$ cat config.mk
export PLATFORM = sky130hd
export DESIGN_NAME = midi_system_message_parser
export DESIGN_NICKNAME = d
export VERILOG_FILES = /design/src/rtl/core/msp_pkg.sv /design/src/rtl/core/msp_in_reg.sv /design/src/rtl/core/msp_decode.sv /design/src/rtl/core/msp_out_reg.sv /design/src/rtl/core/midi_system_message_parser.sv
export SDC_FILE = /design/constraint.sdc
export NUM_CORES = 1
export LEC_CHECK = 0
export ABC_CLOCK_PERIOD_IN_PS = 2360
export BUFFER_PORTS_ARGS = -buffer_cell sky130_fd_sc_hd__clkbuf_2
export CORE_UTILIZATION = 40
export DETAILED_ROUTE_END_ITERATION = 10
export GPL_ROUTABILITY_DRIVEN = 0
export SKIP_CTS_REPAIR_TIMING = 1
export SYNTH_ARGS = -nofsm -noshare
export SYNTH_HDL_FRONTEND = slang
export SYNTH_SLANG_ARGS = --single-unit
export TNS_END_PERCENT = 5
$ cat constraint.sdc
create_clock -name i_clk -period 2.36 [get_ports i_clk]
set_input_delay 0.118 -clock i_clk [delete_from_list [all_inputs] [get_ports i_clk]]
set_output_delay 0.118 -clock i_clk [all_outputs]
set_load 0.05 [all_outputs]
$ cat src/rtl/core/msp_pkg.sv
package msp_pkg;

    localparam int unsigned ByteW  = 8;
    localparam int unsigned DataW  = 7;
    localparam int unsigned KindW  = 4;
    localparam int unsigned ValueW = 14;

    localparam logic [ByteW-1:0] StSysexStart = 8'hF0;
    localparam logic [ByteW-1:0] StSysexEnd   = 8'hF7;
    localparam logic [ByteW-1:0] StSongPos    = 8'hF2;
    localparam logic [ByteW-1:0] StSongSel    = 8'hF3;
    localparam logic [ByteW-1:0] StTune       = 8'hF6;
    localparam logic [ByteW-1:0] StClock      = 8'hF8;
    localparam logic [ByteW-1:0] StStart      = 8'hFA;
    localparam logic [ByteW-1:0] StContinue   = 8'hFB;
    localparam logic [ByteW-1:0] StStop       = 8'hFC;
    localparam logic [ByteW-1:0] StSensing    = 8'hFE;
    localparam logic [ByteW-1:0] Low7Mask     = 8'b0111_1111;

    localparam logic [KindW-1:0] KindSysexId   = 4'd0;
    localparam logic [KindW-1:0] KindSysexData = 4'd1;
    localparam logic [KindW-1:0] KindSysexEnd  = 4'd2;
    localparam logic [KindW-1:0] KindSongPos   = 4'd3;
    localparam logic [KindW-1:0] KindSongSel   = 4'd4;
    localparam logic [KindW-1:0] KindTune      = 4'd5;
    localparam logic [KindW-1:0] KindClock     = 4'd6;
    localparam logic [KindW-1:0] KindStart     = 4'd7;
    localparam logic [KindW-1:0] KindContinue  = 4'd8;
    localparam logic [KindW-1:0] KindStop      = 4'd9;
    localparam logic [KindW-1:0] KindSensing   = 4'd10;
    localparam logic [KindW-1:0] KindUnknown   = 4'd11;

    typedef enum logic [5:0] {
        PH_IDLE     = 6'b000001,
        PH_SX_ID    = 6'b000010,
        PH_SX_DATA  = 6'b000100,
        PH_SPP_LO   = 6'b001000,
        PH_SPP_HI   = 6'b010000,
        PH_SONG_SEL = 6'b100000
    } t_phase;

    typedef struct packed {
        logic              valid;
        logic [KindW-1:0]  kind;
        logic [ValueW-1:0] value;
    } t_result;

endpackage

$ cat src/rtl/core/msp_in_reg.sv
module msp_in_reg (
    input  logic                     i_clk,
    input  logic                     i_rst_n,
    input  logic                     i_valid,
    input  logic [msp_pkg::ByteW-1:0] i_byte,
    input  logic                     i_fire,
    output logic                     o_ready,
    output logic                     o_valid,
    output logic [msp_pkg::ByteW-1:0] o_byte
);

    logic                      r_valid;
    logic [msp_pkg::ByteW-1:0] r_byte;

    // slot frees up when the held item is consumed this cycle
    assign o_ready = !r_valid || i_fire;

    always_ff @(posedge i_clk) begin
        if (!i_rst_n) begin
            r_valid <= 1'b0;
        end else if (o_ready) begin
            r_valid <= i_valid;
        end
    end

    always_ff @(posedge i_clk) begin
        if (i_valid && o_ready) begin
            r_byte <= i_byte;
        end
    end

    assign o_valid = r_valid;
    assign o_byte  = r_byte;

endmodule

$ cat src/rtl/core/msp_decode.sv
module msp_decode (
    input  logic                      i_clk,
    input  logic                      i_rst_n,
    input  logic                      i_valid,
    input  logic [msp_pkg::ByteW-1:0] i_byte,
    input  logic                      i_fire,
    output msp_pkg::t_result          o_res
);

    msp_pkg::t_phase           r_phase;
    msp_pkg::t_phase           n_phase;
    logic [msp_pkg::DataW-1:0] r_held;
    logic [msp_pkg::DataW-1:0] n_held;
    logic [msp_pkg::ByteW-1:0] masked;
    logic [msp_pkg::DataW-1:0] d;
    msp_pkg::t_result          res;

    assign masked = i_byte & msp_pkg::Low7Mask;
    assign d      = masked[msp_pkg::DataW-1:0];

    always_comb begin
        n_phase   = r_phase;
        n_held    = r_held;
        res.valid = 1'b1;
        res.kind  = msp_pkg::KindUnknown;
        res.value = '0;
        unique case (r_phase)
            msp_pkg::PH_SX_ID: begin
                n_phase   = msp_pkg::PH_SX_DATA;
                res.kind  = msp_pkg::KindSysexId;
                res.value = {{(msp_pkg::ValueW-msp_pkg::DataW){1'b0}}, d};
            end
            msp_pkg::PH_SX_DATA: begin
                if (i_byte == msp_pkg::StSysexEnd) begin
                    n_phase  = msp_pkg::PH_IDLE;
                    res.kind = msp_pkg::KindSysexEnd;
                end else begin
                    res.kind  = msp_pkg::KindSysexData;
                    res.value = {{(msp_pkg::ValueW-msp_pkg::DataW){1'b0}}, d};
                end
            end
            msp_pkg::PH_SPP_LO: begin
                n_held    = d;
                n_phase   = msp_pkg::PH_SPP_HI;
                res.valid = 1'b0;
            end
            msp_pkg::PH_SPP_HI: begin
                n_phase   = msp_pkg::PH_IDLE;
                res.kind  = msp_pkg::KindSongPos;
                res.value = {d, r_held};
            end
            msp_pkg::PH_SONG_SEL: begin
                n_phase   = msp_pkg::PH_IDLE;
                res.kind  = msp_pkg::KindSongSel;
                res.value = {{(msp_pkg::ValueW-msp_pkg::DataW){1'b0}}, d};
            end
            default: begin
                n_phase = msp_pkg::PH_IDLE;
                unique case (i_byte)
                    msp_pkg::StSysexStart: begin
                        n_phase   = msp_pkg::PH_SX_ID;
                        res.valid = 1'b0;
                    end
                    msp_pkg::StSongPos: begin
                        n_phase   = msp_pkg::PH_SPP_LO;
                        res.valid = 1'b0;
                    end
                    msp_pkg::StSongSel: begin
                        n_phase   = msp_pkg::PH_SONG_SEL;
                        res.valid = 1'b0;
                    end
                    msp_pkg::StTune:     res.kind = msp_pkg::KindTune;
                    msp_pkg::StClock:    res.kind = msp_pkg::KindClock;
                    msp_pkg::StStart:    res.kind = msp_pkg::KindStart;
                    msp_pkg::StContinue: res.kind = msp_pkg::KindContinue;
                    msp_pkg::StStop:     res.kind = msp_pkg::KindStop;
                    msp_pkg::StSensing:  res.kind = msp_pkg::KindSensing;
                    default:             res.kind = msp_pkg::KindUnknown;
                endcase
            end
        endcase
        res.valid = res.valid && i_valid;
    end

    always_ff @(posedge i_clk) begin
        if (!i_rst_n) begin
            r_phase <= msp_pkg::PH_IDLE;
            r_held  <= '0;
        end else if (i_fire) begin
            r_phase <= n_phase;
            r_held  <= n_held;
        end
    end

    assign o_res = res;

endmodule

$ cat src/rtl/core/msp_out_reg.sv
module msp_out_reg (
    input  logic                       i_clk,
    input  logic                       i_rst_n,
    input  msp_pkg::t_result           i_res,
    input  logic                       i_m_tready,
    output logic                       o_ready,
    output logic                       o_m_tvalid,
    output logic [msp_pkg::KindW-1:0]  o_kind,
    output logic [msp_pkg::ValueW-1:0] o_value
);

    logic                       r_valid;
    logic [msp_pkg::KindW-1:0]  r_kind;
    logic [msp_pkg::ValueW-1:0] r_value;

    assign o_ready = !r_valid || i_m_tready;

    always_ff @(posedge i_clk) begin
        if (!i_rst_n) begin
            r_valid <= 1'b0;
        end else if (o_ready) begin
            r_valid <= i_res.valid;
        end
    end

    always_ff @(posedge i_clk) begin
        if (o_ready && i_res.valid) begin
            r_kind  <= i_res.kind;
            r_value <= i_res.value;
        end
    end

    assign o_m_tvalid = r_valid;
    assign o_kind     = r_kind;
    assign o_value    = r_value;

endmodule

$ cat src/rtl/core/midi_system_message_parser.sv
// MIDI system message parser.
// Slave channel: one raw MIDI byte per item on i_s_tdata.
// Master channel: one event per item; o_m_tuser carries the event kind,
// o_m_tdata the 7-bit id/data/song number or 14-bit song position.
// Status bytes F0, F2, F3 and the song position low byte produce no event.
// A byte accepted on the slave side passes through the input register,
// then the result register, before its event shows on the master side.
// Throughput: one byte per cycle sustained while the receiver keeps up;
// the parse state update is a single decode step between the two registers.
// When the receiver stalls, the event holds in the result register and
// the input register absorbs one more byte; o_s_tready drops only when
// both are full and the pending byte would produce an event.
// Reset (synchronous, active low) empties both registers, returns the
// parser to idle and clears the held song position low byte.
module midi_system_message_parser (
    input  logic        i_clk,
    input  logic        i_rst_n,
    input  logic        i_s_tvalid,
    output logic        o_s_tready,
    input  logic [7:0]  i_s_tdata,   // [7:0] data_byte
    output logic        o_m_tvalid,
    input  logic        i_m_tready,
    output logic [15:0] o_m_tdata,   // [13:0] event_value, [15:14] zero
    output logic [3:0]  o_m_tuser    // [3:0] event_kind
);

    logic                       in_valid;
    logic [msp_pkg::ByteW-1:0]  in_byte;
    logic                       out_ready;
    logic                       fire;
    msp_pkg::t_result           res;
    logic [msp_pkg::ValueW-1:0] value;

    assign fire = in_valid && (!res.valid || out_ready);

    msp_in_reg u_in (
        .i_clk   (i_clk),
        .i_rst_n (i_rst_n),
        .i_valid (i_s_tvalid),
        .i_byte  (i_s_tdata),
        .i_fire  (fire),
        .o_ready (o_s_tready),
        .o_valid (in_valid),
        .o_byte  (in_byte)
    );

    msp_decode u_dec (
        .i_clk   (i_clk),
        .i_rst_n (i_rst_n),
        .i_valid (in_valid),
        .i_byte  (in_byte),
        .i_fire  (fire),
        .o_res   (res)
    );

    msp_out_reg u_out (
        .i_clk      (i_clk),
        .i_rst_n    (i_rst_n),
        .i_res      (res),
        .i_m_tready (i_m_tready),
        .o_ready    (out_ready),
        .o_m_tvalid (o_m_tvalid),
        .o_kind     (o_m_tuser),
        .o_value    (value)
    );

    assign o_m_tdata = {2'b00, value};

endmodule

---- Yosys cells after proc, flatten, opt, wreduce, memory -nomap -nowiden ----
Cells that the tools add are included.
word-level totals
  register bits ........................... 41
  bits in latches ......................... 0
  RAM bits ................................ 0
  bits in read-only memories .............. 0
  input port bits ......................... 12
  memories kept ........................... 0
operators by class
  add/subtract/negate cells ............... 0
  $mul .................................... 0
  divide/modulo/power cells ............... 0
  $lt $le $gt $ge ......................... 0
  eq/ne operators ......................... 16
  shift operators ......................... 0
  multiplexer cells ....................... 10
  bitwise gates (word level) .............. 0
  reduce and logical (&&, ||, !) cells .... 16
operators by type and width
  cell                count
  $eq 8x8->1 const B  10
  $pmux 14 s3         1
  $pmux 4 s6          1
  $pmux 6 s4          1
  $pmux 4 s5          1
  $pmux 6 s3          1
  $mux 7              1
  $eq 6x2->1 const B  1
  $eq 6x3->1 const B  1
  $eq 6x4->1 const B  1
  $eq 6x5->1 const B  1
  $eq 6x6->1 const B  1
  $mux 6              1
  $logic_and 1x1->1   4
  $reduce_and 2->1    2
  $reduce_or 2->1     2
  $reduce_or 4->1     1
  $logic_not 1->1     3
  $logic_or 1x1->1    3
  $reduce_or 3->1     1
  $mux 2              1
  $ne 2x1->1 const B  1
  $pmux 1 s2          1
  $mux 1              1

---- Logic depth before layout (Yosys ltp) ----
Gate-level depths: netlist of the first run.
  depth in word-level cells ............... 10
  depth in mapped cells ................... 7
  mapped depth without buffers ............ 5

---- Modules after synthesis ----
Synthesis of the first run repeated with hierarchy kept, for this count alone.
second synthesis, totals
  cells, all modules ...................... 163
  area total of the unflattened synthesis .. 1881.8 um^2
by module, submodules not included
  module                      instances  cells each  area each (um^2)  seq. area each (um^2)
  msp_decode                  1          122         955.9             260.2
  msp_out_reg                 1          23          598.1             560.5
  msp_in_reg                  1          13          297.8             260.2
  midi_system_message_parser  1          5           30.0              0.0

---- Least setup slack after synthesis of the first run ----
OpenSTA, ideal clock, no wires.
  path type ............................... flip-flop to flip-flop
  start ................................... register u_in.r_byte (netlist bit u_in.o_byte[2])
  end ..................................... register u_in.r_byte (netlist bit u_in.o_byte[0]), enable pin
  library setup time ...................... 332 ps
  arrival ................................. 2346 ps
  slack ................................... -318 ps
  stages on the path, launching flop included .. 6
  path buffers ............................ 1
  clock period less this slack ............ 2678 ps
  path through ............................ edfxtp_1 buf_2 a2111oi_2 nor2_1 o211ai_1 and2_1
on the way
  word-level cells in the longest chain between the ends .. 10
  elaborated cells on any way between the ends .. 12
ends and longest elaborated chain
  element                        line                              text
  start: declaration             msp_in_reg.sv:13                  logic [msp_pkg::ByteW-1:0] r_byte;
  start signal: assignment       msp_in_reg.sv:28                  r_byte <= i_byte;
  $eq 8x8->1                     msp_decode.sv:59                  unique case (i_byte)
  $reduce_or 3->1 (no line) (*)  n/a
  $mux 1 (*)                     msp_decode.sv:59
  $pmux 1 s2 (*)                 msp_decode.sv:27                  unique case (r_phase)
  $logic_and 1x1->1 (*)          msp_decode.sv:82                  res.valid = res.valid && i_valid;
  $logic_not 1->1 (*)            midi_system_message_parser.sv:34  assign fire = in_valid && (!res.valid || out_ready);
  $logic_or 1x1->1 (*)           midi_system_message_parser.sv:34
  $logic_and 1x1->1 (*)          midi_system_message_parser.sv:34
  $logic_or 1x1->1 (*)           msp_in_reg.sv:16                  assign o_ready = !r_valid || i_fire;
  named net o_s_tready           midi_system_message_parser.sv:19  output logic o_s_tready,
  $logic_and 1x1->1 (*)          msp_in_reg.sv:27                  if (i_valid && o_ready) begin
The timed path passes the listed nets; every way through them passes the cells marked *.
A chain may end at the register's enable or synchronous reset.

---- Worst setup path in the final report of the first run ----
  start ................................... register u_in.r_byte (netlist bit u_in.o_byte[4])
  end ..................................... output o_s_tready
on the way
  word-level cells in the longest chain between the ends .. 9
  elaborated cells on any way between the ends .. 11
ends and longest elaborated chain
  element                        line
  $eq 8x8->1                     msp_decode.sv:59
  $reduce_or 3->1 (no line) (*)  n/a
  $mux 1 (*)                     msp_decode.sv:59
  $pmux 1 s2 (*)                 msp_decode.sv:27
  $logic_and 1x1->1 (*)          msp_decode.sv:82
  $logic_not 1->1 (*)            midi_system_message_parser.sv:34
  $logic_or 1x1->1 (*)           midi_system_message_parser.sv:34
  $logic_and 1x1->1 (*)          midi_system_message_parser.sv:34
  $logic_or 1x1->1 (*)           msp_in_reg.sv:16
  end: declaration               midi_system_message_parser.sv:19
Every way passes the cells marked *; elsewhere a longest branch is shown, timed or not.

==> run_results.csv, run 1 <==
group,metric,value,unit
sta,skew,0.00698,ns
placement,post_dp_cell_area,2240,sq um
sta,hold_ws,0.0495,ns
critical_path,worstPathMaxFanout,6,
critical_path,crit_path_cell_trace,"nand4_2 > a2111oi_4 > nor2_1 > o211ai_1 > buf_2",
layout,layout-drive-gt1-share,25.4,%
placement,port_buffers,31,
sta,fin_crit_sh,93.6,%
drt,drt.antenna.violating_nets,0,
min_path,hold_class,"input port to flop",
power,swShare,23.7,%
die,placeableCoreArea,4790,sq um
critical_path,r2r_end,"u_out.o_kind[1]",
critical_path,crit_start,"u_in.o_byte[4]",
critical_path,worst-path-buf-inv,1,
clocking,clkLatencyLatePin,0.29,ns
clocking,numCtsBuffers,5,
yosys,async_flop_share,0,%
clocking,cts_buffer_depth,2,
critical_path,worstPathRequired,2.24,ns
sta,final.min_clock_period,2.21,ns
power,clkPwrFrac,37.5,%
critical_path,arrival,2.09,ns
power,total_power,1.50,mW
critical_path,critical-path-top-delay-family,"compound AO/OA/AOI/OAI gates",
sta,slew_headroom,62.8,%
yosys,synth_edf_count,26,
layout,nFillCells,440,
min_path,hold_depth,3,
critical_path,crit_slowest_cell,"edfxtp_1",
layout,nNetsFinal,235,
clocking,root_buffer,"clkbuf_8",
layout,n_antenna_cell,0,
grt,grt_pass1_wl,6910,um
power,p_comb_share,8.9,%
die,num_io_pins,34,
power,ir_worst_vdd,0.000444,V
min_path,min_from,"i_s_tvalid",
critical_path,rr_startpoint,"u_dec.r_phase[1]",
power,p_seq_share,53.5,%
critical_path,cp-end-kind,"output port",
drt,wirelength,4230,um
grt,grt_max_degree,19,
layout,fin_area,2440,sq um
layout,stdcell_count,291,
die,die_h,72.9,um
yosys,syn_area_per_cell,10.9,sq um
drt,wire_per_inst,14.5,um
die,core.rowCount,25,
layout,regArea,1080,sq um
drt,vias,1559,
layout,multi_input_area,847,sq um
power,power_density,613,nW/um^2
drt,drc,0,
run_status,status,"completed",
sta,setup_ws,0.152,ns
grt,grt_antenna_before_repair,0,
die,die_area,5310,sq um
drt,drtIter0Drc,87,
sta,worstMarginPinSlew,0.555,ns
sta,hold_viol,0,
yosys,synth_cell_type_count,48,
critical_path,endpoint,"o_s_tready",
die,initial_core_util,42.0,%
sta,slew_viol_final,0,
power,p_int,1.14,mW
sta,setup_violations,0,
critical_path,reg2reg_setup_slack,0.22,ns
grt,grt-ovfl-total,0,
power,leakage,0.923,nW
critical_path,cp-start-kind,"flop",
clocking,cts.clk_slew.worst_paths,0.08,ns
yosys,ys_seq_elements,41,
yosys,synth_warnings,0,
die,die_w,72.9,um
placement,dpl_worst_slack,0.239,ns
critical_path,ff2ff_path_depth,6,
critical_path,crit_type,"flop to output port",
yosys,syn_area,2010,sq um
sta,max_freq,0.453,GHz
yosys,synth_flop_cell,"edfxtp_1",
critical_path,path_depth,5,
clocking,clock-sinks,41,
yosys,seq_area_frac_synth,53.8,%
placement,dp_hpwl,3010,um
drt,via_per_inst,5.36,
power,switchingPower,0.354,mW
grt,grt_use_total,17.4,%
critical_path,slowest_delay,0.44,ns
clocking,cts.htree.levels,2,
yosys,synthCells,184,
placement,dp_cells,274,
grt,grt_pass1_vias,1491,
drt,dr.pass1.iters,5,
job,maxCapViolCount,0,
clocking,cts_tree,"done",
layout,area_growth_syn_to_layout,21.5,%
==> tightest hold or removal path, stage by stage <==
cell      delay (ns)
clkbuf_2        0.09
inv_1           0.04
a21oi_1         0.05
==> cell usage in the layout, fill, tap and decap left out, types with 3 or more instances in the layout <==
cell / instances
and3_1: 4
o21ai_0: 7
a22o_1: 7
a21oi_1: 12
nand2b_1: 3
nand4b_1: 3
o211ai_1: 3
buf_4: 6
xnor2_1: 3
nor2_1: 7
dlygate4sd3_1: 8
clkbuf_8: 5
nor3_1: 4
edfxtp_1: 26
clkbuf_2: 30
nand2_1: 13
xor2_1: 3
and2_1: 7
nand3_1: 12
inv_1: 5
dfxtp_1: 15
==> how the worst min path moves through the flow <==
stage	endpoint	slack (ns)
floorplan	u_dec.r_phase[0]	0.20
CTS	u_in.o_byte[0]	-0.01
detailed placement	u_in.o_byte[6]	0.30
global route	u_in.o_valid	0.06
global placement	u_in.o_byte[0]	0.30
finish	u_in.o_valid	0.05
==> power by group through the flow <==
stage	combinational, mW	sequential, mW	clock [mW]
finish	0.134	0.801	0.562
CTS	0.124	0.801	0.580
floorplan	0.0563	0.847	0
global placement	0.121	0.816	0
global route	0.143	0.804	0.609
detailed placement	0.123	0.818	0
==> cell usage after synthesis, drive strengths merged (2+ instances only) <==
cell type   n  area, sq um
edfxtp     26          781
dfxtp      15          300
nand2      13         48.8
a21oi      12         60.1
nand3      12         60.1
buf         9         61.3
nor2        9         36.3
o21ai       9         45.0
and2        8         50.1
a22o        7         61.3
clkbuf      6         23.8
inv         5         18.8
nor3        5         30.0
and3        4         25.0
nand4b      4         50.1
nand2b      3         18.8
o211ai      3         22.5
o31ai       3         27.5
xnor2       3         26.3
xor2        3         26.3
a2111oi     2         25.0
a21o        2         15.0
mux2i       2         20.0
o32a        2         20.0
or3         2         12.5
or4         2         15.0
==> layout make-up <==
class,instances,area share (%)
inverters,5,0.768
clock inverters,2,1.59
repair buffers,46,12.3
flip-flops and latches,41,44.3
well taps,67,3.43
clock buffers,6,2.97
multi-input cells,124,34.7
==> state kept, by name, summed over array words and instances, names as in the netlist <==
signal and cells:
u_out.o_value 14, u_in.o_byte 8, u_dec.r_held 7, u_dec.r_phase 6
u_out.o_kind 4, u_in.o_valid 1, u_out.o_m_tvalid 1
==> kinds of logic after synthesis <==
family	after synthesis	share of synthesized area, %
flip-flops	41	53.8
AND/OR/NAND/NOR	67	19.4
buffers and inverters	20	5.16
multiplexers	2	0.996
AO/OA/AOI/OAI	47	17.9
other	1	0.187
XOR/XNOR	6	2.61
==> routing by layer <==
| metal | vias up | GRT usage, % | wire length, um |
|---|---|---|---|
| met2 | 47 | 28.3 | 2060 |
| met4 | 0 | 7.84 | 78 |
| li1 | 757 | - | - |
| met1 | 748 | 22.1 | 1880 |
| met5 | - | 0 | 0 |
| met3 | 7 | 3.73 | 212 |
==> stage by stage <==
step / TNS, ns / util (%)
6_report: 0 / 51.0
5_1_grt: -0.0250 / 51.0
4_1_cts: 0 / 49.2
3_5_place_dp: 0 / 46.9
3_3_place_gp: 0 / 46.9
2_1_floorplan: -1.38 / -
(Power assumes the default switching activity.)
==> run 2, diff against run 1 <==
--- a/config.mk
+++ b/config.mk
@@ -7,9 +7,12 @@
 export LEC_CHECK = 0
 export ABC_CLOCK_PERIOD_IN_PS = 2360
 export BUFFER_PORTS_ARGS = -buffer_cell sky130_fd_sc_hd__clkbuf_2
-export CORE_UTILIZATION = 40
+export CELL_PAD_IN_SITES_DETAIL_PLACEMENT = 1
+export CELL_PAD_IN_SITES_GLOBAL_PLACEMENT = 1
+export CORE_UTILIZATION = 39
 export DETAILED_ROUTE_END_ITERATION = 10
 export GPL_ROUTABILITY_DRIVEN = 0
+export PLACE_DENSITY_LB_ADDON = 0.1
 export SKIP_CTS_REPAIR_TIMING = 1
 export SYNTH_ARGS = -nofsm -noshare
 export SYNTH_HDL_FRONTEND = slang
==> run_results.csv, run 2 (synthesized netlist as in run 1, its figures left out) <==
group,metric,value,unit
run_status,status,"completed",
drt,drt.antenna.violating_nets,0,
clocking,cts_buffer_depth,2,
sta,skew,0.00361,ns
critical_path,reg2reg_setup_slack,0.27,ns
sta,max_freq,0.452,GHz
layout,layout-drive-gt1-share,26.9,%
layout,nNetsFinal,238,
critical_path,crit_type,"flop to output port",
layout,largest_reg_flops,14,
min_path,hold_depth,1,
die,die_w,73.8,um
critical_path,cp-end-kind,"output port",
clocking,root_buffer,"clkbuf_8",
job,maxCapViolCount,0,
die,core.rowCount,25,
layout,area_growth_syn_to_layout,21.3,%
clocking,cts.htree.levels,2,
drt,drtIter0Drc,93,
placement,dp_hpwl,3390,um
clocking,clkLatencyLatePin,0.28,ns
power,leakage,0.929,nW
sta,setup_violations,0,
layout,n_antenna_cell,0,
layout,final_core_util,50.3,%
sta,fin_crit_sh,93.8,%
drt,wirelength,4660,um
grt,grt_use_total,18.9,%
sta,slew_headroom,64.9,%
min_path,hold_class,"input port to flop",
sta,hold_viol,0,
die,initial_core_util,41.5,%
die,placeableCoreArea,4850,sq um
drt,via_per_inst,5.34,
drt,wire_per_inst,15.8,um
clocking,numCtsBuffers,5,
grt,grt-ovfl-total,0,
drt,drc,0,
grt,grt_pass1_wl,7670,um
clocking,cts_tree,"done",
drt,vias,1570,
sta,hold_ws,0.0140,ns
clocking,clock-sinks,41,
sta,final.min_clock_period,2.21,ns
layout,fin_area,2440,sq um
die,die_area,5450,sq um
die,die_h,73.8,um
die,num_io_pins,34,
grt,grt_antenna_before_repair,0,
critical_path,cp-start-kind,"flop",
power,total_power,1.37,mW
grt,grt_max_degree,19,
critical_path,worstPathRequired,2.24,ns
layout,final_common_cell,"clkbuf_2",
clocking,cts.clk_slew.worst_paths,0.07,ns
power,power_density,563,nW/um^2
critical_path,ff2ff_path_depth,6,
power,ir_worst_vdd,0.000390,V
grt,grt_pass1_vias,1551,
sta,worstMarginPinSlew,0.523,ns
critical_path,worstPathMaxFanout,6,
sta,slew_viol_final,0,
layout,final_cell_mix,"clkbuf_2 (31), edfxtp_1 (26), dfxtp_1 (15)",
layout,nFillCells,544,
drt,dr.pass1.iters,4,
placement,port_buffers,31,
critical_path,arrival,2.09,ns
placement,post_dp_cell_area,2270,sq um
[run 2: cell count changes in the layout (fill, tap and decap cells not counted)]
cell           before  now
buf_4               6   10
buf_2               1    0
bufinv_16           1    0
clkbuf_2           30   31
clkinv_1            0    1
clkinv_4            1    0
clkinvlp_4          0    1
dlygate4sd3_1       8    7
o31ai_1             2    1
o31ai_2             1    2
[run 2: path summary, 6_finish.rpt]
check                    endpoint        startpoint
hold reg to reg   u_dec.r_held[2]   u_dec.r_held[2]
setup / recovery       o_s_tready    u_in.o_byte[4]
setup reg to reg  u_out.o_kind[1]  u_dec.r_phase[2]
hold / removal     u_in.o_byte[4]      i_s_tdata[4]
[run 2: critical path: stages, from the launching register on]
cell       delay (ns)
edfxtp_1         0.44
nand4_2          0.25
a2111oi_4        0.39
nor2_1           0.09
o211ai_1         0.30
clkbuf_2         0.34
[run 2: cell type report]
cell class	count	area (sq um)	area share (%)
clock buffer	6	72.6	2.97
multi-input combinational	124	852	34.9
tap	67	83.8	3.44
timing repair buffer	49	320	13.1
inverter	5	18.8	0.769
clock inverter	2	11.3	0.462
sequential	41	1080	44.3
[run 2: per-layer routing]
layer	routed length (um)	GRT usage (%)	vias up
met5	0	0	-
met4	40	4.49	0
met3	172	4.12	5
met2	2180	30.3	37
met1	2260	26.1	764
li1	-	-	764
[run 2: through the flow]
| stage | TNS, ns | setup slack [ns] | instances |
|---|---|---|---|
| finish | 0 | 0.147 | 294 |
| global route | -0.00247 | -0.00247 | 294 |
| CTS | 0 | 0.143 | 285 |
| detailed placement | 0 | 0.235 | 277 |
| global placement | 0 | 0.282 | 277 |
| floorplan | -1.38 | -0.173 | 185 |
[run 2: power by group]
| part | switching [mW] | internal [mW] | total, mW | leakage [nW] |
|---|---|---|---|---|
| Sequential | 0.0190 | 0.782 | 0.801 | 0.370 |
| Combinational | 0.0928 | 0.0431 | 0.136 | 0.519 |
| Clock | 0.232 | 0.205 | 0.437 | 0.0388 |
| Total | 0.344 | 1.03 | 1.37 | 0.929 |
==> run 3, diff against run 2 <==
--- a/config.mk
+++ b/config.mk
@@ -12,8 +12,8 @@
 export CORE_UTILIZATION = 39
 export DETAILED_ROUTE_END_ITERATION = 10
 export GPL_ROUTABILITY_DRIVEN = 0
+export HOLD_SLACK_MARGIN = 0.02
 export PLACE_DENSITY_LB_ADDON = 0.1
-export SKIP_CTS_REPAIR_TIMING = 1
 export SYNTH_ARGS = -nofsm -noshare
 export SYNTH_HDL_FRONTEND = slang
 export SYNTH_SLANG_ARGS = --single-unit
==> run_results.csv, run 3 (synthesized netlist as in run 1, its figures left out) <==
group,metric,value,unit
min_path,min_from,"i_s_tvalid",
layout,stdcell_count,295,
job,maxCapViolCount,0,
layout,n_antenna_cell,0,
critical_path,rr_startpoint,"u_dec.r_phase[2]",
clocking,root_buffer,"clkbuf_8",
drt,via_per_inst,5.33,
run_status,status,"completed",
die,initial_core_util,41.5,%
critical_path,arrival,2.10,ns
critical_path,crit_start,"u_in.o_byte[4]",
power,p_comb_share,10.0,%
clocking,clkLatencyLatePin,0.28,ns
critical_path,worstPathRequired,2.24,ns
sta,slew_viol_final,0,
power,switchingPower,0.342,mW
critical_path,reg2reg_setup_slack,0.27,ns
sta,hold_viol,0,
clocking,clock-sinks,41,
layout,nFillCells,545,
sta,fin_crit_sh,93.8,%
critical_path,cp-start-kind,"flop",
power,ir_worst_vdd,0.000390,V
sta,worstMarginPinSlew,0.530,ns
grt,grt_antenna_before_repair,0,
die,die_area,5450,sq um
sta,max_freq,0.452,GHz
critical_path,crit_type,"flop to output port",
layout,area_growth_syn_to_layout,21.8,%
power,power_density,561,nW/um^2
sta,hold_ws,0.0630,ns
drt,drc,0,
power,p_int,1.03,mW
drt,wirelength,4640,um
drt,dr.pass1.iters,4,
grt,grt_max_degree,19,
placement,dpl_worst_slack,0.235,ns
drt,drtIter0Drc,72,
die,die_h,73.8,um
clocking,cts_tree,"done",
die,num_io_pins,34,
layout,nNetsFinal,239,
drt,wire_per_inst,15.7,um
critical_path,cp-end-kind,"output port",
sta,slew_headroom,64.4,%
drt,drt.antenna.violating_nets,0,
power,p_seq_share,58.3,%
critical_path,worstPathMaxFanout,6,
grt,grt-ovfl-total,0,
sta,skew,0.00373,ns
layout,layout-drive-gt1-share,26.8,%
power,total_power,1.37,mW
die,die_w,73.8,um
sta,setup_violations,0,
sta,setup_ws,0.147,ns
layout,final_common_cell,"clkbuf_2",
grt,grt_pass1_vias,1585,
drt,vias,1571,
grt,grt_pass1_wl,7830,um
placement,dp_hpwl,3390,um
layout,largest_reg_flops,14,
min_path,hold_class,"input port to flop",
layout,final_cell_mix,"clkbuf_2 (31), edfxtp_1 (26), dfxtp_1 (15)",
placement,dp_cells,277,
grt,grt_use_total,19.3,%
sta,tns,0,ns
power,leakage,0.933,nW
clocking,cts_buffer_depth,2,
sta,final.min_clock_period,2.21,ns
power,clkPwrFrac,31.7,%
layout,final_core_util,50.5,%
critical_path,r2r_end,"u_out.o_value[7]",
clocking,numCtsBuffers,5,
critical_path,ff2ff_path_depth,6,
min_path,min_to,"u_in.o_valid",
clocking,cts.htree.levels,2,
die,placeableCoreArea,4850,sq um
placement,port_buffers,31,
min_path,hold_depth,3,
power,swShare,24.9,%
die,core.rowCount,25,
clocking,cts.clk_slew.worst_paths,0.07,ns
layout,fin_area,2450,sq um
placement,post_dp_cell_area,2270,sq um
-- run 3: final cells by class --
cell class	count	area [sq um]	area share, %
flip-flops and latches	41	1080	44.1
clock buffers	6	72.6	2.96
multi-input cells	124	852	34.8
repair buffers	50	330	13.5
well taps	67	83.8	3.42
inverters	5	18.8	0.766
clock inverters	2	11.3	0.460
-- run 3: worst max-delay path by stage --
stage / slack (ns) / to
global route: -0.002 / o_s_tready
detailed placement: 0.23 / u_out.o_value[0]
global placement: 0.28 / u_out.o_kind[2]
floorplan: -0.17 / u_in.o_byte[0]
finish: 0.15 / o_s_tready
CTS: 0.14 / o_s_tready
-- run 3: routing by layer --
layer  track usage (%)  vias up  wire length, um
li1                  -      766                -
met1              26.4      765             2260
met2              31.4       35             2160
met3              4.12        5              175
met4              4.49        0               40
met5                 0        -                0
-- run 3: what timing repair did --
action                                 in CTS  in global routing
setup buffers                               0                  2
resized for setup                           0                  1
hold buffers                                8                  0
setup endpoints to repair                   0                  1
endpoints found under the hold margin       8                  0
-- run 3: power groups by stage --
| stage | registers (mW) | clock network (mW) | logic, mW |
|---|---|---|---|
| 2_1_floorplan | 0.847 | 0 | 0.0563 |
| 3_3_place_gp | 0.816 | 0 | 0.124 |
| 3_5_place_dp | 0.818 | 0 | 0.127 |
| 4_1_cts | 0.801 | 0.455 | 0.137 |
| 5_1_grt | 0.805 | 0.486 | 0.146 |
| 6_report | 0.801 | 0.435 | 0.137 |
-- run 3: critical path, cell delays in order (launching register included) --
cell and delay [ns]:
edfxtp_1 0.44, nand4_2 0.25, a2111oi_4 0.39, nor2_1 0.09
o211ai_1 0.30, clkbuf_2 0.34
